--- config.mk ---
export PLATFORM = sky130hd
export DESIGN_NAME = rtps_message_deframer
export DESIGN_NICKNAME = d
export VERILOG_FILES = /design/src/rmd_pkg.sv /design/src/rmd_parser.sv /design/src/rmd_result_buf.sv /design/src/rtps_message_deframer.sv
export SDC_FILE = /design/constraint.sdc
export NUM_CORES = 1
export LEC_CHECK = 0
export ABC_AREA = 0
export BUFFER_PORTS_ARGS = -buffer_cell sky130_fd_sc_hd__buf_2
export CAP_MARGIN = 10
export CELL_PAD_IN_SITES_DETAIL_PLACEMENT = 1
export CELL_PAD_IN_SITES_GLOBAL_PLACEMENT = 1
export CORE_MARGIN = 2
export CORE_UTILIZATION = 52
export CTS_CLUSTER_SIZE = 14
export DETAILED_ROUTE_END_ITERATION = 6
export PLACE_DENSITY = 0.92
export SLEW_MARGIN = 40
export SYNTH_ARGS = -nofsm -noshare
export SYNTH_HDL_FRONTEND = slang
export SYNTH_SLANG_ARGS = --single-unit
--- constraint.sdc ---
create_clock -name clk_i -period 18.1 [get_ports clk_i]
set_input_delay 2.715 -clock clk_i [delete_from_list [all_inputs] [get_ports clk_i]]
set_output_delay 2.715 -clock clk_i [all_outputs]
set_load 0.02 [all_outputs]
--- src/rmd_pkg.sv ---
// Shared types and constants for the RTPS message deframer.
// No dependencies; imported by every module of the block.
package rmd_pkg;

  localparam int unsigned OutDataW = 240;
  localparam int unsigned HdrBytes = 20;
  localparam int unsigned FixedPart = 16;
  localparam logic [7:0] IdData = 8'h15;
  localparam logic [15:0] PidEnd = 16'h0001;
  localparam logic [15:0] SchemePlCdr = 16'h0003;
  localparam int unsigned FlagLe = 0;
  localparam int unsigned FlagQos = 1;
  localparam int unsigned FlagData = 2;

  typedef enum logic [3:0] {
    PH_HEADER, PH_DRAIN, PH_SUBHDR, PH_ALIGN, PH_SKIP, PH_DFIX,
    PH_EXTRA, PH_QOSHDR, PH_QOSSKIP, PH_ENCAP, PH_PAYLOAD
  } phase_e;

  typedef enum logic [2:0] {
    KIND_PREFIX = 3'd0,
    KIND_PAYLOAD = 3'd1,
    KIND_COMMIT = 3'd2,
    KIND_DISCARD = 3'd3,
    KIND_END = 3'd4
  } kind_e;

  typedef enum logic [1:0] {
    ST_OK = 2'd0,
    ST_SHORT = 2'd1,
    ST_BAD_MAGIC = 2'd2
  } status_e;

  typedef struct packed {
    logic [1:0]  cnt;
    kind_e [2:0] kinds;
    logic [7:0]  payload_byte;
    logic [31:0] reader_id;
    logic [31:0] writer_id;
    logic [63:0] sequence_number;
    logic        pl_cdr;
    logic [31:0] prefix_high;
    logic [63:0] prefix_low;
    status_e     status;
  } grp_t;

  function automatic logic [7:0] magic_byte(input logic [1:0] idx);
    logic [7:0] r;
    case (idx)
      2'd0: r = 8'h52;
      2'd1: r = 8'h54;
      2'd2: r = 8'h50;
      default: r = 8'h53;
    endcase
    return r;
  endfunction

endpackage

--- src/rmd_parser.sv ---
// Per-byte parse state and step logic: one byte in, a group of up to three results out.
// Depends on rmd_pkg.
module rmd_parser (
  input  logic        clk_i,
  input  logic        rst_ni,
  input  logic        step_i,
  input  logic [7:0]  data_byte_i,
  input  logic        eom_i,
  output rmd_pkg::grp_t grp_o
);
  import rmd_pkg::*;

  phase_e      phase_q, phase_d;
  logic [4:0]  hc_q, hc_d;
  logic [1:0]  pos_q, pos_d;
  logic        magic_q, magic_d;
  logic [7:0]  prefix_q [12];
  logic [7:0]  prefix_d [12];
  logic [31:0] sh_q, sh_d;
  logic [15:0] content_q, content_d;
  logic        rest_q, rest_d;
  logic [31:0] fg_q, fg_d;
  logic [15:0] extra_q, extra_d;
  logic [15:0] qos_q, qos_d;
  logic [31:0] reader_q, reader_d;
  logic [31:0] writer_q, writer_d;
  logic [63:0] seq_q, seq_d;
  logic        open_q, open_d;
  logic [2:0]  flags_q, flags_d;

  always_comb begin
    logic       in_content;
    logic [1:0] n;
    logic [15:0] len;
    logic       emit_prefix;
    logic       go_after_extra;
    logic       go_encap;
    logic       go_qoshdr;
    phase_d = phase_q;
    hc_d = hc_q;
    magic_d = magic_q;
    prefix_d = prefix_q;
    sh_d = sh_q;
    content_d = content_q;
    rest_d = rest_q;
    fg_d = fg_q;
    extra_d = extra_q;
    qos_d = qos_q;
    reader_d = reader_q;
    writer_d = writer_q;
    seq_d = seq_q;
    open_d = open_q;
    flags_d = flags_q;
    grp_o = '0;
    n = 2'd0;
    len = '0;
    emit_prefix = 1'b0;
    go_after_extra = 1'b0;
    go_encap = 1'b0;
    go_qoshdr = 1'b0;
    in_content = (phase_q >= PH_SKIP);
    pos_d = pos_q + 2'd1;

    case (phase_q)
      PH_HEADER: begin
        if (hc_q < 5'd4 && data_byte_i != magic_byte(hc_q[1:0])) magic_d = 1'b0;
        if (hc_q >= 5'd8) prefix_d[4'(hc_q - 5'd8)] = data_byte_i;
        hc_d = hc_q + 5'd1;
        if (hc_d >= 5'(HdrBytes)) begin
          hc_d = '0;
          if (magic_d) begin
            emit_prefix = 1'b1;
            phase_d = PH_SUBHDR;
          end else begin
            phase_d = PH_DRAIN;
          end
        end
      end
      PH_SUBHDR: begin
        sh_d = {sh_q[23:0], data_byte_i};
        hc_d = hc_q + 5'd1;
        if (hc_d >= 5'd4) begin
          flags_d = sh_d[18:16];
          len = sh_d[16+FlagLe] ? {sh_d[7:0], sh_d[15:8]} : sh_d[15:0];
          hc_d = '0;
          content_d = len;
          rest_d = (len == 16'd0);
          if (sh_d[31:24] == IdData && sh_d[16+FlagLe]) begin
            phase_d = PH_DFIX;
            reader_d = '0;
            writer_d = '0;
            seq_d = '0;
            fg_d = '0;
            extra_d = '0;
          end else begin
            phase_d = PH_SKIP;
          end
        end
      end
      PH_ALIGN: begin
        if (pos_d == 2'd0) begin
          phase_d = PH_SUBHDR;
          hc_d = '0;
        end
      end
      PH_DFIX: begin
        if (hc_q == 5'd2) extra_d = {8'd0, data_byte_i};
        else if (hc_q == 5'd3) extra_d = {data_byte_i, extra_q[7:0]};
        else if (hc_q >= 5'd4 && hc_q < 5'd8) reader_d = {reader_q[23:0], data_byte_i};
        else if (hc_q >= 5'd8 && hc_q < 5'd12) writer_d = {writer_q[23:0], data_byte_i};
        else if (hc_q >= 5'd12 && hc_q < 5'd16)
          seq_d[{1'b1, hc_q[1:0]}*8 +: 8] = data_byte_i;
        else if (hc_q >= 5'd16 && hc_q < 5'd20)
          seq_d[{1'b0, hc_q[1:0]}*8 +: 8] = data_byte_i;
        hc_d = hc_q + 5'd1;
        if (hc_d >= 5'(HdrBytes)) begin
          hc_d = '0;
          if (extra_d > 16'(FixedPart)) begin
            extra_d = extra_d - 16'(FixedPart);
            phase_d = PH_EXTRA;
          end else begin
            extra_d = '0;
            go_after_extra = 1'b1;
          end
        end
      end
      PH_EXTRA: begin
        if (extra_q != 16'd0) extra_d = extra_q - 16'd1;
        if (extra_d == 16'd0) go_after_extra = 1'b1;
      end
      PH_QOSHDR: begin
        fg_d[hc_q[1:0]*8 +: 8] = data_byte_i;
        hc_d = hc_q + 5'd1;
        if (hc_d >= 5'd4) begin
          hc_d = '0;
          if (fg_d[15:0] == PidEnd) go_encap = 1'b1;
          else if (fg_d[31:16] == 16'd0) go_qoshdr = 1'b1;
          else begin
            qos_d = fg_d[31:16];
            phase_d = PH_QOSSKIP;
          end
        end
      end
      PH_QOSSKIP: begin
        if (qos_q != 16'd0) qos_d = qos_q - 16'd1;
        if (qos_d == 16'd0) go_qoshdr = 1'b1;
      end
      PH_ENCAP: begin
        fg_d[hc_q[1:0]*8 +: 8] = data_byte_i;
        hc_d = hc_q + 5'd1;
        if (hc_d >= 5'd4) begin
          hc_d = '0;
          open_d = 1'b1;
          phase_d = PH_PAYLOAD;
        end
      end
      PH_PAYLOAD: begin
        grp_o.kinds[n] = KIND_PAYLOAD;
        n = n + 2'd1;
      end
      default: ;
    endcase

    if (go_after_extra) begin
      if (flags_q[FlagQos]) go_qoshdr = 1'b1;
      else go_encap = 1'b1;
    end
    if (go_qoshdr) begin
      phase_d = PH_QOSHDR;
      hc_d = '0;
      fg_d = '0;
    end
    if (go_encap) begin
      if (flags_q[FlagData]) begin
        phase_d = PH_ENCAP;
        hc_d = '0;
        fg_d = '0;
      end else begin
        phase_d = PH_SKIP;
      end
    end

    if (emit_prefix) begin
      grp_o.kinds[n] = KIND_PREFIX;
      n = n + 2'd1;
      grp_o.prefix_high = {prefix_d[0], prefix_d[1], prefix_d[2], prefix_d[3]};
      grp_o.prefix_low = {prefix_d[4], prefix_d[5], prefix_d[6], prefix_d[7],
                          prefix_d[8], prefix_d[9], prefix_d[10], prefix_d[11]};
    end

    if (in_content && !rest_q) begin
      if (content_q != 16'd0) content_d = content_q - 16'd1;
      if (content_d == 16'd0) begin
        if (open_d) begin
          grp_o.kinds[n] = KIND_COMMIT;
          n = n + 2'd1;
          open_d = 1'b0;
        end
        hc_d = '0;
        sh_d = '0;
        phase_d = (pos_d != 2'd0) ? PH_ALIGN : PH_SUBHDR;
      end
    end

    grp_o.payload_byte = data_byte_i;
    grp_o.reader_id = reader_d;
    grp_o.writer_id = writer_d;
    grp_o.sequence_number = seq_d;
    grp_o.pl_cdr = (fg_d[15:0] == SchemePlCdr);
    grp_o.status = ST_OK;

    if (eom_i) begin
      if (open_d) begin
        grp_o.kinds[n] = rest_d ? KIND_COMMIT : KIND_DISCARD;
        n = n + 2'd1;
      end
      if (phase_d == PH_HEADER) grp_o.status = ST_SHORT;
      else if (phase_d == PH_DRAIN) grp_o.status = ST_BAD_MAGIC;
      grp_o.kinds[n] = KIND_END;
      n = n + 2'd1;
      phase_d = PH_HEADER;
      hc_d = '0;
      pos_d = '0;
      magic_d = 1'b1;
      sh_d = '0;
      content_d = '0;
      rest_d = 1'b0;
      fg_d = '0;
      extra_d = '0;
      qos_d = '0;
      reader_d = '0;
      writer_d = '0;
      seq_d = '0;
      open_d = 1'b0;
      flags_d = '0;
    end
    grp_o.cnt = n;
  end

  always_ff @(posedge clk_i or negedge rst_ni) begin
    if (!rst_ni) begin
      phase_q <= PH_HEADER;
      hc_q <= '0;
      pos_q <= '0;
      magic_q <= 1'b1;
      sh_q <= '0;
      content_q <= '0;
      rest_q <= 1'b0;
      fg_q <= '0;
      extra_q <= '0;
      qos_q <= '0;
      reader_q <= '0;
      writer_q <= '0;
      seq_q <= '0;
      open_q <= 1'b0;
      flags_q <= '0;
    end else if (step_i) begin
      phase_q <= phase_d;
      hc_q <= hc_d;
      pos_q <= pos_d;
      magic_q <= magic_d;
      sh_q <= sh_d;
      content_q <= content_d;
      rest_q <= rest_d;
      fg_q <= fg_d;
      extra_q <= extra_d;
      qos_q <= qos_d;
      reader_q <= reader_d;
      writer_q <= writer_d;
      seq_q <= seq_d;
      open_q <= open_d;
      flags_q <= flags_d;
    end
  end

  always_ff @(posedge clk_i) begin
    if (step_i) prefix_q <= prefix_d;
  end

endmodule

--- src/rmd_result_buf.sv ---
// Result group register: holds the results of one byte and sends them one per transfer.
// Depends on rmd_pkg.
module rmd_result_buf (
  input  logic          clk_i,
  input  logic          rst_ni,
  input  logic          load_i,
  input  rmd_pkg::grp_t grp_i,
  output logic          load_ok_o,
  output logic          m_axis_tvalid,
  input  logic          m_axis_tready,
  output logic [rmd_pkg::OutDataW-1:0] m_axis_tdata,
  output logic [2:0]    m_axis_tuser,
  output logic          m_axis_tlast
);
  import rmd_pkg::*;

  grp_t       grp_q;
  logic       vld_q;
  logic [1:0] idx_q;
  logic       is_last;
  logic       xfer;
  kind_e      kind;

  assign kind = grp_q.kinds[idx_q];
  assign is_last = (idx_q == grp_q.cnt - 2'd1);
  assign xfer = vld_q && m_axis_tready;
  assign load_ok_o = !vld_q || (xfer && is_last);

  always_ff @(posedge clk_i or negedge rst_ni) begin
    if (!rst_ni) begin
      vld_q <= 1'b0;
      idx_q <= '0;
    end else if (load_i) begin
      vld_q <= (grp_i.cnt != 2'd0);
      idx_q <= '0;
    end else if (xfer) begin
      if (is_last) vld_q <= 1'b0;
      idx_q <= idx_q + 2'd1;
    end
  end

  always_ff @(posedge clk_i) begin
    if (load_i) grp_q <= grp_i;
  end

  always_comb begin
    logic       is_data;
    is_data = (kind == KIND_PAYLOAD) || (kind == KIND_COMMIT) || (kind == KIND_DISCARD);
    m_axis_tdata = '0;
    m_axis_tdata[7:0] = (kind == KIND_PAYLOAD) ? grp_q.payload_byte : 8'd0;
    if (is_data) begin
      m_axis_tdata[39:8] = grp_q.reader_id;
      m_axis_tdata[71:40] = grp_q.writer_id;
      m_axis_tdata[135:72] = grp_q.sequence_number;
      m_axis_tdata[136] = grp_q.pl_cdr;
    end
    if (kind == KIND_PREFIX) begin
      m_axis_tdata[168:137] = grp_q.prefix_high;
      m_axis_tdata[232:169] = grp_q.prefix_low;
    end
    if (kind == KIND_END) m_axis_tdata[234:233] = grp_q.status;
  end

  assign m_axis_tvalid = vld_q;
  assign m_axis_tuser = kind;
  assign m_axis_tlast = is_last;

endmodule

--- src/rtps_message_deframer.sv ---
// Top level of the RTPS message deframer: input register, parser, result buffer.
// Depends on rmd_pkg, rmd_parser and rmd_result_buf.
//
// channel | dir | tdata                        | tuser | tlast
// s_axis  | in  | data_byte                    | -     | end_of_message
// m_axis  | out | result fields (see port)     | kind  | last
//
// One byte per cycle when each byte makes at most one result and m_axis is
// not stalled; a byte making two or three results holds the input register
// while the result buffer sends them. A byte passes the input register, then
// the result buffer register. Reset clears all parse state; the prefix bytes
// are not reset. An empty input register takes a byte while a result waits.
module rtps_message_deframer (
  input  logic        clk_i,
  input  logic        rst_ni,
  input  logic        s_axis_tvalid,
  output logic        s_axis_tready,
  input  logic [7:0]  s_axis_tdata,   // [7:0] data_byte
  input  logic        s_axis_tlast,
  output logic        m_axis_tvalid,
  input  logic        m_axis_tready,
  // [7:0] payload_byte, [39:8] reader_id, [71:40] writer_id,
  // [135:72] sequence_number, [136] pl_cdr, [168:137] prefix_high,
  // [232:169] prefix_low, [234:233] message_status, [239:235] zero
  output logic [rmd_pkg::OutDataW-1:0] m_axis_tdata,
  output logic [2:0]  m_axis_tuser,   // [2:0] kind
  output logic        m_axis_tlast
);
  import rmd_pkg::*;

  logic       in_vld_q;
  logic [7:0] byte_q;
  logic       eom_q;
  logic       load_ok;
  logic       step;
  grp_t       grp;

  assign step = in_vld_q && load_ok;
  assign s_axis_tready = !in_vld_q || step;

  always_ff @(posedge clk_i or negedge rst_ni) begin
    if (!rst_ni) begin
      in_vld_q <= 1'b0;
    end else if (s_axis_tready) begin
      in_vld_q <= s_axis_tvalid;
    end
  end

  always_ff @(posedge clk_i) begin
    if (s_axis_tvalid && s_axis_tready) begin
      byte_q <= s_axis_tdata;
      eom_q <= s_axis_tlast;
    end
  end

  rmd_parser u_parser (
    .clk_i       (clk_i),
    .rst_ni      (rst_ni),
    .step_i      (step),
    .data_byte_i (byte_q),
    .eom_i       (eom_q),
    .grp_o       (grp)
  );

  rmd_result_buf u_buf (
    .clk_i         (clk_i),
    .rst_ni        (rst_ni),
    .load_i        (step),
    .grp_i         (grp),
    .load_ok_o     (load_ok),
    .m_axis_tvalid (m_axis_tvalid),
    .m_axis_tready (m_axis_tready),
    .m_axis_tdata  (m_axis_tdata),
    .m_axis_tuser  (m_axis_tuser),
    .m_axis_tlast  (m_axis_tlast)
  );

endmodule

; ---- After elaboration in Yosys (flattened, before gate mapping)
; Index checks and enable logic that the tools add are counted.
[word_totals]
ff_bits = 612
output_inout_bits = 246
elab_cells = 355
[classes]
n_addsub = 15
order_cmp = 24
n_eq_ne = 27
shift = 6
mux = 174
bitwise_logic = 10
n_reduce_logical = 54
[op_table]
columns = operator, count
row1 = two-way mux 32 bit, 23
row2 = two-way mux 64 bit, 9
row3 = two-way mux 16 bit, 23
row4 = two-way mux 96 bit, 3
row5 = one-hot mux 32 bit (2 select lines), 3
row6 = two-way mux 129 bit, 1
row7 = bitwise mux 64 bit, 2
row8 = one-hot mux 64 bit (2 select lines), 1
row9 = "variable shift 8 x 34 -> 64 bit, first input constant", 2
row10 = variable part select 8 x 34 -> 64 bit, 2
row11 = bitwise mux 96 bit, 1
row12 = logical NOT 16 bit, 5
row13 = two-way mux 9 bit, 7
row14 = two-way mux 4 bit, 15
row15 = one-hot mux 16 bit (3 select lines), 1
row16 = nonzero test 16 bit, 3
row17 = "subtractor 16 x 1 -> 16 bit, second input constant", 3
row18 = two-way mux 5 bit, 9
row19 = two-way mux 1 bit, 38
row20 = negator 5 -> 34 bit, 1
row21 = negator 6 -> 34 bit, 1
row22 = "variable shift 8 x 34 -> 32 bit, first input constant", 1
row23 = variable part select 8 x 34 -> 32 bit, 1
row24 = bitwise mux 32 bit, 1
row25 = 70 further kinds, 154

; ---- Longest topological paths before layout
; Gate-level depths: netlist (run 1).
[depth]
depth_word = 25
depth_mapped = 22

; ---- Cells and area by module
; A second synthesis (run 1) with hierarchy kept.
[unflattened]
hier_cells = 3116
area_unflattened_um2 = 32343.5
[by_module_without_submodules]
columns = module, instances, cells_per_inst, area_per_inst_um2, seq_area_each_um2
row1 = rmd_parser, 1, 2371, 21244.1, 9090.0
row2 = rmd_result_buf, 1, 731, 10769.1, 7462.2
row3 = rtps_message_deframer, 1, 14, 330.3, 295.3

; ---- Worst setup path before layout (run 1)
; OpenSTA, ideal clock, no wires.
[synth_timing]
path_kind = input -> register
startpoint = in m_axis_tready
endpoint = reg u_parser.content_q[5]
t_arrival_ns = 14.079
required_time_ns = 17.968
slack_ns = 3.890
path_stages = 8
path_buffers = 2
cell_sequence = nand2_1 -> nand2_1 -> nand2_1 -> inv_1 -> clkbuf_1 -> clkbuf_1 -> o21ai_0 -> o21a_1
[synth_via]
elab_chain_cells = 4
[synth_lines]
columns = element, line
row1 = "start, declared", rtps_message_deframer.sv:21  ; input logic m_axis_tready,
row2 = logical AND 1 bit, rmd_result_buf.sv:26  ; assign xfer = vld_q && m_axis_tready;
row3 = logical AND 1 bit, rmd_result_buf.sv:27  ; assign load_ok_o = !vld_q || (xfer && is_last);
row4 = logical OR 1 bit, rmd_result_buf.sv:27
row5 = logical AND 1 bit, rtps_message_deframer.sv:38  ; assign step = in_vld_q && load_ok;
row6 = net step, rtps_message_deframer.sv:35  ; logic step;
row7 = "end signal, assigned", rmd_parser.sv:263  ; content_q <= content_d;
row8 = "end, declared", rmd_parser.sv:20  ; logic [15:0] content_q, content_d;
; The timed path passes the listed nets, and every way through them passes these cells.
; A chain may end at the register's enable or synchronous reset.

; ---- Worst setup path after layout (run 1)
[layout_timing]
startpoint = in m_axis_tready
endpoint = out s_axis_tready
[layout_via]
elab_chain_cells = 5
[layout_lines]
columns = element, line
row1 = logical AND 1 bit, rmd_result_buf.sv:26
row2 = logical AND 1 bit, rmd_result_buf.sv:27
row3 = logical OR 1 bit, rmd_result_buf.sv:27
row4 = logical AND 1 bit, rtps_message_deframer.sv:38
row5 = logical OR 1 bit, rtps_message_deframer.sv:39  ; assign s_axis_tready = !in_vld_q || step;
row6 = "end, declared", rtps_message_deframer.sv:17  ; output logic s_axis_tready,
; Every way passes these cells.

==> results of run 1 <==
layout by cell type (no fill, tap or decap), types with 8 or more instances in the layout:
cell type and count:
a21oi_1 88, a22o_1 217, a22oi_1 8, a31oi_1 24
a32o_1 13, a41oi_1 9, and2_1 251, and3_1 13
buf_2 252, buf_4 31, clkbuf_1 15, clkbuf_16 69
clkbuf_8 15, clkinv_2 12, dfrtp_1 249, edfxtp_1 351
ha_1 25, inv_1 41, mux2_2 102, mux2i_1 33
nand2_1 315, nand2b_1 15, nand3_1 62, nand4_1 17
nor2_1 154, nor2b_1 130, nor3_1 38, nor4_1 15
nor4_2 9, o211ai_1 13, o21a_1 8, o21ai_0 129
o21ai_1 35, o22ai_1 15, o31ai_1 17, or3_1 17
or4_1 8, xnor2_1 16
final cells by class:
class / count / area (um2) / share of cell area [%]
Multi-Input combinational cell: 1961 / 12800 / 36.9
Tap cell: 765 / 957 / 2.76
Inverter: 43 / 174 / 0.501
Antenna cell: 1 / 2.50 / 0.00722
Clock buffer: 97 / 1960 / 5.66
Sequential cell: 603 / 16800 / 48.6
Timing Repair Buffer: 298 / 1710 / 4.92
Clock inverter: 25 / 229 / 0.660
where the power goes:
group	total [uW]	switching, uW	internal (uW)	leakage (uW)
sequential	2090	189	1900	0.00679
clock	1400	609	790	0.00108
combinational	2360	1690	674	0.00634
synth_stat cells (17+ instances only):
library cell / number / area, um2
a21oi_1: 89 / 445
a22o_1: 217 / 1900
a31oi_1: 24 / 150
and2_1: 251 / 1570
buf_2: 30 / 150
clkbuf_1: 163 / 612
dfrtp_1: 251 / 6280
edfxtp_1: 351 / 10500
ha_1: 26 / 325
inv_1: 42 / 158
mux2_2: 102 / 1150
mux2i_1: 33 / 330
nand2_1: 316 / 1190
nand3_1: 62 / 310
nand4_1: 17 / 106
nor2_1: 158 / 593
nor2b_1: 132 / 826
nor3_1: 42 / 210
o21ai_0: 129 / 646
o21ai_1: 35 / 175
o31ai_1: 18 / 135
or3_1: 17 / 106
per-stage QoR:
step	utilization (%)	hold WS, ns	power [uW]
3_3_place_gp	55.8	0.450	4190
4_1_cts	59.7	0.481	5780
6_report	59.9	0.477	5840
3_5_place_dp	55.9	0.468	4350
5_1_grt	59.9	0.497	6040
2_1_floorplan	-	0.424	3720
worst max-delay path, cell delays in order:
cell and delay [ns]:
buf_2 0.13, nand2_1 0.11, and2_1 0.22, nand2_1 0.11
buf_2 0.19
state kept, by name (all words and copies together), names as in the netlist:
| name | count |
|---|---|
| in_vld_q | 1 |
| u_parser.writer_q | 32 |
| u_parser.sh_q | 24 |
| u_parser.flags_q | 2 |
| u_parser.reader_q | 32 |
| u_buf.grp_q | 246 |
| u_parser.fg_q | 32 |
| eom_q | 1 |
| u_parser.qos_q | 16 |
| u_buf.m_axis_tvalid | 1 |
| u_parser.rest_q | 1 |
| u_parser.pos_q | 2 |
| u_parser.seq_q | 64 |
| u_parser.open_q | 1 |
| u_buf.idx_q | 2 |
| u_parser.content_q | 16 |
| u_parser.magic_q | 1 |
| u_parser.prefix_q | 96 |
| byte_q | 8 |
| u_parser.extra_q | 16 |
| u_parser.hc_q | 5 |
| u_parser.phase_q | 4 |
worst paths after layout:
path | start | endpoint | cells past startpoint
min in group asynchronous | rst_ni | u_parser.writer_q[10] | 1
max reg2reg | u_parser.hc_q[0] | u_parser.fg_q[3] | 12
min reg2reg | u_parser.fg_q[16] | u_parser.fg_q[16] | 2
min | u_parser.fg_q[16] | u_parser.fg_q[16] | 2
max | m_axis_tready | s_axis_tready | 5
max in group asynchronous | rst_ni | u_parser.sh_q[8] | 3
logic make-up after synthesis:
group / share of synthesized area (%)
flops: 55.1
compound gates: 15.3
simple gates: 19.6
mux: 4.83
xor+xnor: 0.630
other cells: 0.0123
fa+ha+maj: 1.06
buf+inv: 3.48
layer usage:
metal	vias up	wire length [um]
met4	0	7980
met3	574	9430
met1	12896	39700
li1	10575	-
met5	-	0
met2	1775	54700
==> impl_metrics.tcl, run 1 <==
set metrics [dict create \
    path_max_fanout 5 \
    via_per_inst 6.81 \
    grt_pass1_wl_um 167000 \
    cp.required_ns 15.39 \
    place_ws_ns 10.75 \
    peakVddDrop_mv 0.132 \
    synthArstFlopShare_pct 41.8 \
    rows 88 \
    yosysSeqAreaShare_pct 55.1 \
    num_vias 25820 \
    io_pins 259 \
    syn_to_final_growth_pct 13.4 \
    layoutNonFillerInstCount 3793 \
    r2r_slack_ns 12.63 \
    initial_core_util_pct 52.8 \
    worst-setup-path-type "in2out" \
    root_buffer "clkbuf_16" \
    netlist-cell-type-count 98 \
    worst_slack_ns 11.92 \
    ys_ff_latch 603 \
    synthCells 2818 \
    cts_resized 0 \
    grt_use_met3_pct 6.97 \
    grt_pass1_vias 27076 \
    die-area_mm2 0.0608 \
    synth_edf_count 351 \
    io_buffers 253 \
    yosysWarnings 0 \
    worstMarginPinSlew_ns 0.999 \
    busiest_layer "met2" \
    tns_ns 0 \
    netlist_area_mm2 0.0306 \
    ant_nets 0 \
    fin_nets 3013 \
    drive_above_1_share_pct 18.7 \
    p_leak_uw 0.0142 \
    drt_wl_total_um 112000 \
    dr.pass1.iters 6 \
    grt_usage_pct 36.1 \
    die_h_um 247 \
    detail_route.iter0.violations 2818 \
    fin_area_mm2 0.0347 \
    final.fill_count 6053 \
    min_period_ns 6.18 \
    cts_hold_buffers 0 \
    grt_max_degree 140 \
    maxSlewHeadroom_pct 33.2 \
    drv_slew 0 \
    gp_congestion 0.938 \
    use_met1_pct 42.7 \
    hold_viol 0 \
    dieWidth_um 247 \
    detailed_place_hpwl_um 64400 \
    rsz0062_at_grt "false" \
    finalCritPeriodShare_pct 34.2 \
    outcome "finished, final reports clean" \
    clockBufferDepth 3 \
    fin_skew_ns 0.0306 \
    critPathArrivalTime_ns 3.47 \
    insertion_delay_ns 0.63 \
    numCtsBuffers 67 \
    hold_class "reg2reg" \
    powerDensity_mw_per_mm2 169 \
    cts_tree "built" \
    antenna_found_initial 1 \
    setup_viol 0 \
    synth_flop_cell "edfxtp_1" \
    wire_per_inst_um 29.5 \
    use_met2_pct 60.0 \
    synth.avg_cell_area_um2 10.9 \
    endpoint_kind "primary output" \
    fp.coreArea_mm2 0.0579 \
    ctsHtreeMaxLevel 3 \
    post_cts_buffers 0 \
    drc_errors 0 \
    clock_sinks 603 \
    dpl_cell_area_mm2 0.0324 \
    clk_pin_slew_ns 0.06 \
    fmax_ghz 0.162 \
    overflow 0 \
    cp-start-kind "input port" \
    max_cap_viol_count 0 \
    placedCellCount 3666 \
]
Power figures use the tool's default switching activity.
==> inputs of run 2 (changes only) <==
- ABC_AREA: 0 -> 1
- CORE_UTILIZATION: 52 -> 41
- PLACE_DENSITY: 0.92 -> 0.83
- clock period: 18.1 -> 5.6 ns (I/O delays scaled with it)
==> run 2 against run 1 <==
Non-clock buffer count grew 16. Clock power grew to 3.4 times the previous value. Register-to-register slack got worse by 12 ns. Critical path depth grew 17. Critical path type is now reg2reg.
==> impl_metrics.tcl, run 2 <==
set metrics [dict create \
    cts_hold_buffers 0 \
    netlist_area_mm2 0.0331 \
    p_int_uw 11700 \
    pwr-share-clk_pct 21.5 \
    endpoint_kind "flip-flop" \
    cts_resized 0 \
    die_h_um 288 \
    grt_pass1_vias 30614 \
    gp_congestion 0.916 \
    post_cts_buffers 0 \
    critPathSlowestCell "ha_1" \
    critPathArrivalTime_ns 5.10 \
    layout_common_cells "nand2_1 (839), inv_1 (744), nor2_1 (625), o21ai_0 (498), edfxtp_1 (351)" \
    fp.coreArea_mm2 0.0803 \
    detailed_place_hpwl_um 75800 \
    grt_pass1_wl_um 172000 \
    clock_sinks 603 \
    peakVddDrop_mv 0.555 \
    synth_edf_count 351 \
    largest_register_ffs 246 \
    ys_ff_latch 603 \
    ctsHtreeMaxLevel 3 \
    wire_per_inst_um 20.2 \
    p_sw_share_pct 46.7 \
    cp-start-kind "flip-flop" \
    dieWidth_um 288 \
    io_buffers 253 \
    synth_xor_xnor_area_share_pct 0.687 \
    power_frac_seq_pct 31.4 \
    synthCells 4235 \
    yosys.cell_count.top_type "nand2_1" \
    drive_above_1_share_pct 10.9 \
    fmax_ghz 0.210 \
    final_util_pct 47.1 \
    synth_area_leaders "edfxtp_1 (32%), dfrtp_1 (19%), nand2_1 (9.5%), inv_1 (8.5%), o21ai_0 (7.5%)" \
    cp_common_cell "ha_1" \
    grt_max_degree 141 \
    maxSlewHeadroom_pct 39.1 \
    grt_usage_pct 26.4 \
    io_pins 259 \
    setup_viol 0 \
    synthAdderAreaFrac_pct 0.982 \
    outcome "finished, final reports clean" \
    top_regs "u_buf.grp_q (246), u_parser.prefix_q (96), u_parser.seq_q (64)" \
    synth_top_family_by_area "simple AND/OR/NAND/NOR gates" \
    dr.pass1.iters 5 \
    worst-setup-path-type "reg2reg" \
    path_cells "buf_4 -> inv_1 -> ha_1 -> inv_2 -> nand2_1 -> nand4_1 -> o21ai_0 -> nand2_1 -> nor3_2 -> buf_4 -> inv_2 -> ha_1 -> nand4_1 -> nand2_1 -> inv_1 -> ha_1 -> inv_1 -> o21ai_1 -> ha_1 -> nor2_1 -> o211ai_1 -> o21ai_0" \
    via_per_inst 5.41 \
    ant_nets 0 \
    synth-simple-area-share_pct 21.0 \
    synth_top_area_share_pct 31.8 \
    p_leak_uw 0.0181 \
    worstMarginPinSlew_ns 0.910 \
    max_cap_viol_count 0 \
    synthArstFlopShare_pct 41.8 \
    rsz0062_at_grt "false" \
    clockBufferDepth 3 \
    netlist-cell-type-count 57 \
    tns_ns 0 \
    die-area_mm2 0.0831 \
    p_sw_uw 10300 \
    finalCritPeriodShare_pct 85.1 \
    hold_class "in2async" \
    rows 104 \
    synth_flop_cell "edfxtp_1" \
    drt_wl_total_um 112000 \
    min_period_ns 4.77 \
    cts_tree "built" \
    yosysSeqAreaShare_pct 50.9 \
    crit_family "adder cells" \
    drc_errors 0 \
    hold_viol 0 \
    insertion_delay_ns 0.62 \
    regMostFlops "u_buf.grp_q" \
    hold_ws_ns 0.246 \
    path_max_fanout 27 \
    multi_input_comb_area_mm2 0.0126 \
    yosys.area.top_type "edfxtp_1" \
    detail_route.iter0.violations 2397 \
    crit_buf_inv 7 \
    muxShareOfSynthArea_pct 0 \
    p_comb_share_pct 47.1 \
    synth.avg_cell_area_um2 7.82 \
    synth_compound_area_share_pct 15.1 \
    overflow 0 \
    final.fill_count 9851 \
    powerDensity_mw_per_mm2 582 \
    dpl_cell_area_mm2 0.0355 \
    fin_skew_ns 0.0173 \
    layout_commonest_cell "nand2_1" \
    antenna_found_initial 4 \
    slowest_delay_ns 0.64 \
    numCtsBuffers 70 \
    fin_nets 4457 \
    cp.required_ns 5.93 \
    drv_slew 0 \
    num_vias 29932 \
    initial_core_util_pct 41.3 \
    fin_area_mm2 0.0378 \
    root_buffer "clkbuf_16" \
    clk_pin_slew_ns 0.06 \
    seq_area_mm2 0.0168 \
    yosysWarnings 0 \
    synth_commonest_cells "nand2_1 (840), inv_1 (747), nor2_1 (632), o21ai_0 (499), edfxtp_1 (351)" \
    syn_to_final_growth_pct 14.3 \
]
[run 2: cell count changes in the layout (fill, tap and decap cells not counted), moves of 125 or more]
cell / before / now
and2_1: 251 / 26
nor2b_1: 130 / 0
o21ai_0: 129 / 498
o22ai_1: 15 / 140
nor2_1: 154 / 625
inv_1: 41 / 744
a22o_1: 217 / 4
nand2_1: 315 / 839
[run 2: path summary, 6_finish.rpt]
path | startpoint | endpoint | slack, ns | cells past startpoint
min in group clk_i | s_axis_tdata[2] | byte_q[2] | 0.41 | 1
max in group asynchronous | rst_ni | u_parser.writer_q[21] | 4.14 | 2
hold reg to reg | u_parser.seq_q[3] | u_parser.seq_q[3] | 0.49 | 2
setup reg to reg | u_parser.hc_q[0] | u_buf.grp_q[235] | 0.83 | 22
setup / recovery | u_parser.hc_q[0] | u_buf.grp_q[235] | 0.83 | 22
hold / removal | rst_ni | u_parser.seq_q[46] | 0.25 | 1
[run 2: through the flow]
stage,setup slack [ns],total power [uW],std cells
finish,0.832,22000,5535
global route,0.481,23400,5532
CTS,0.890,22100,5530
detailed placement,0.966,17200,5404
global placement,1.18,16900,5403
floorplan,1.13,13700,4239
[run 2: logic make-up after synthesis]
family	Yosys count
AND/OR/NAND/NOR	1709
buffers and inverters	979
AO/OA/AOI/OAI	891
flip-flops	603
XOR/XNOR	26
adder cells (fa/ha/maj)	26
other	1
[run 2: area by class of cell]
cell class | count | area share [%]
flip-flops and latches | 603 | 44.5
multi-input cells | 2657 | 33.3
inverters | 772 | 7.66
clock buffers | 101 | 5.32
repair buffers | 314 | 4.83
well taps | 1060 | 3.50
clock inverters | 25 | 0.860
diodes | 3 | 0.0198
[run 2: worst register-to-register path, delay by kind of cell, from the launching register on]
family / cells / cell delay (ns)
simple gates: 7 / 0.93
compound gates: 4 / 0.65
fa+ha+maj: 4 / 1.46
buf+inv: 7 / 1.11
flops: 1 / 0.35
[run 2: metal layers]
metal	vias to the layer above	global-route usage (%)	wire, um
li1	13989	-	-
met1	14842	34.5	47200
met2	873	44.5	54500
met3	226	3.76	6210
met4	2	9.62	3680
met5	-	0	18
[run 2: power groups by stage]
stage / registers (uW) / clock network [uW] / logic [uW]
after detailed placement: 6990 / 0 / 10200
after floorplan: 6820 / 0 / 6840
after global routing: 7020 / 4960 / 11400
after CTS: 6920 / 4790 / 10300
after global placement: 6950 / 0 / 9950
final: 6920 / 4730 / 10400
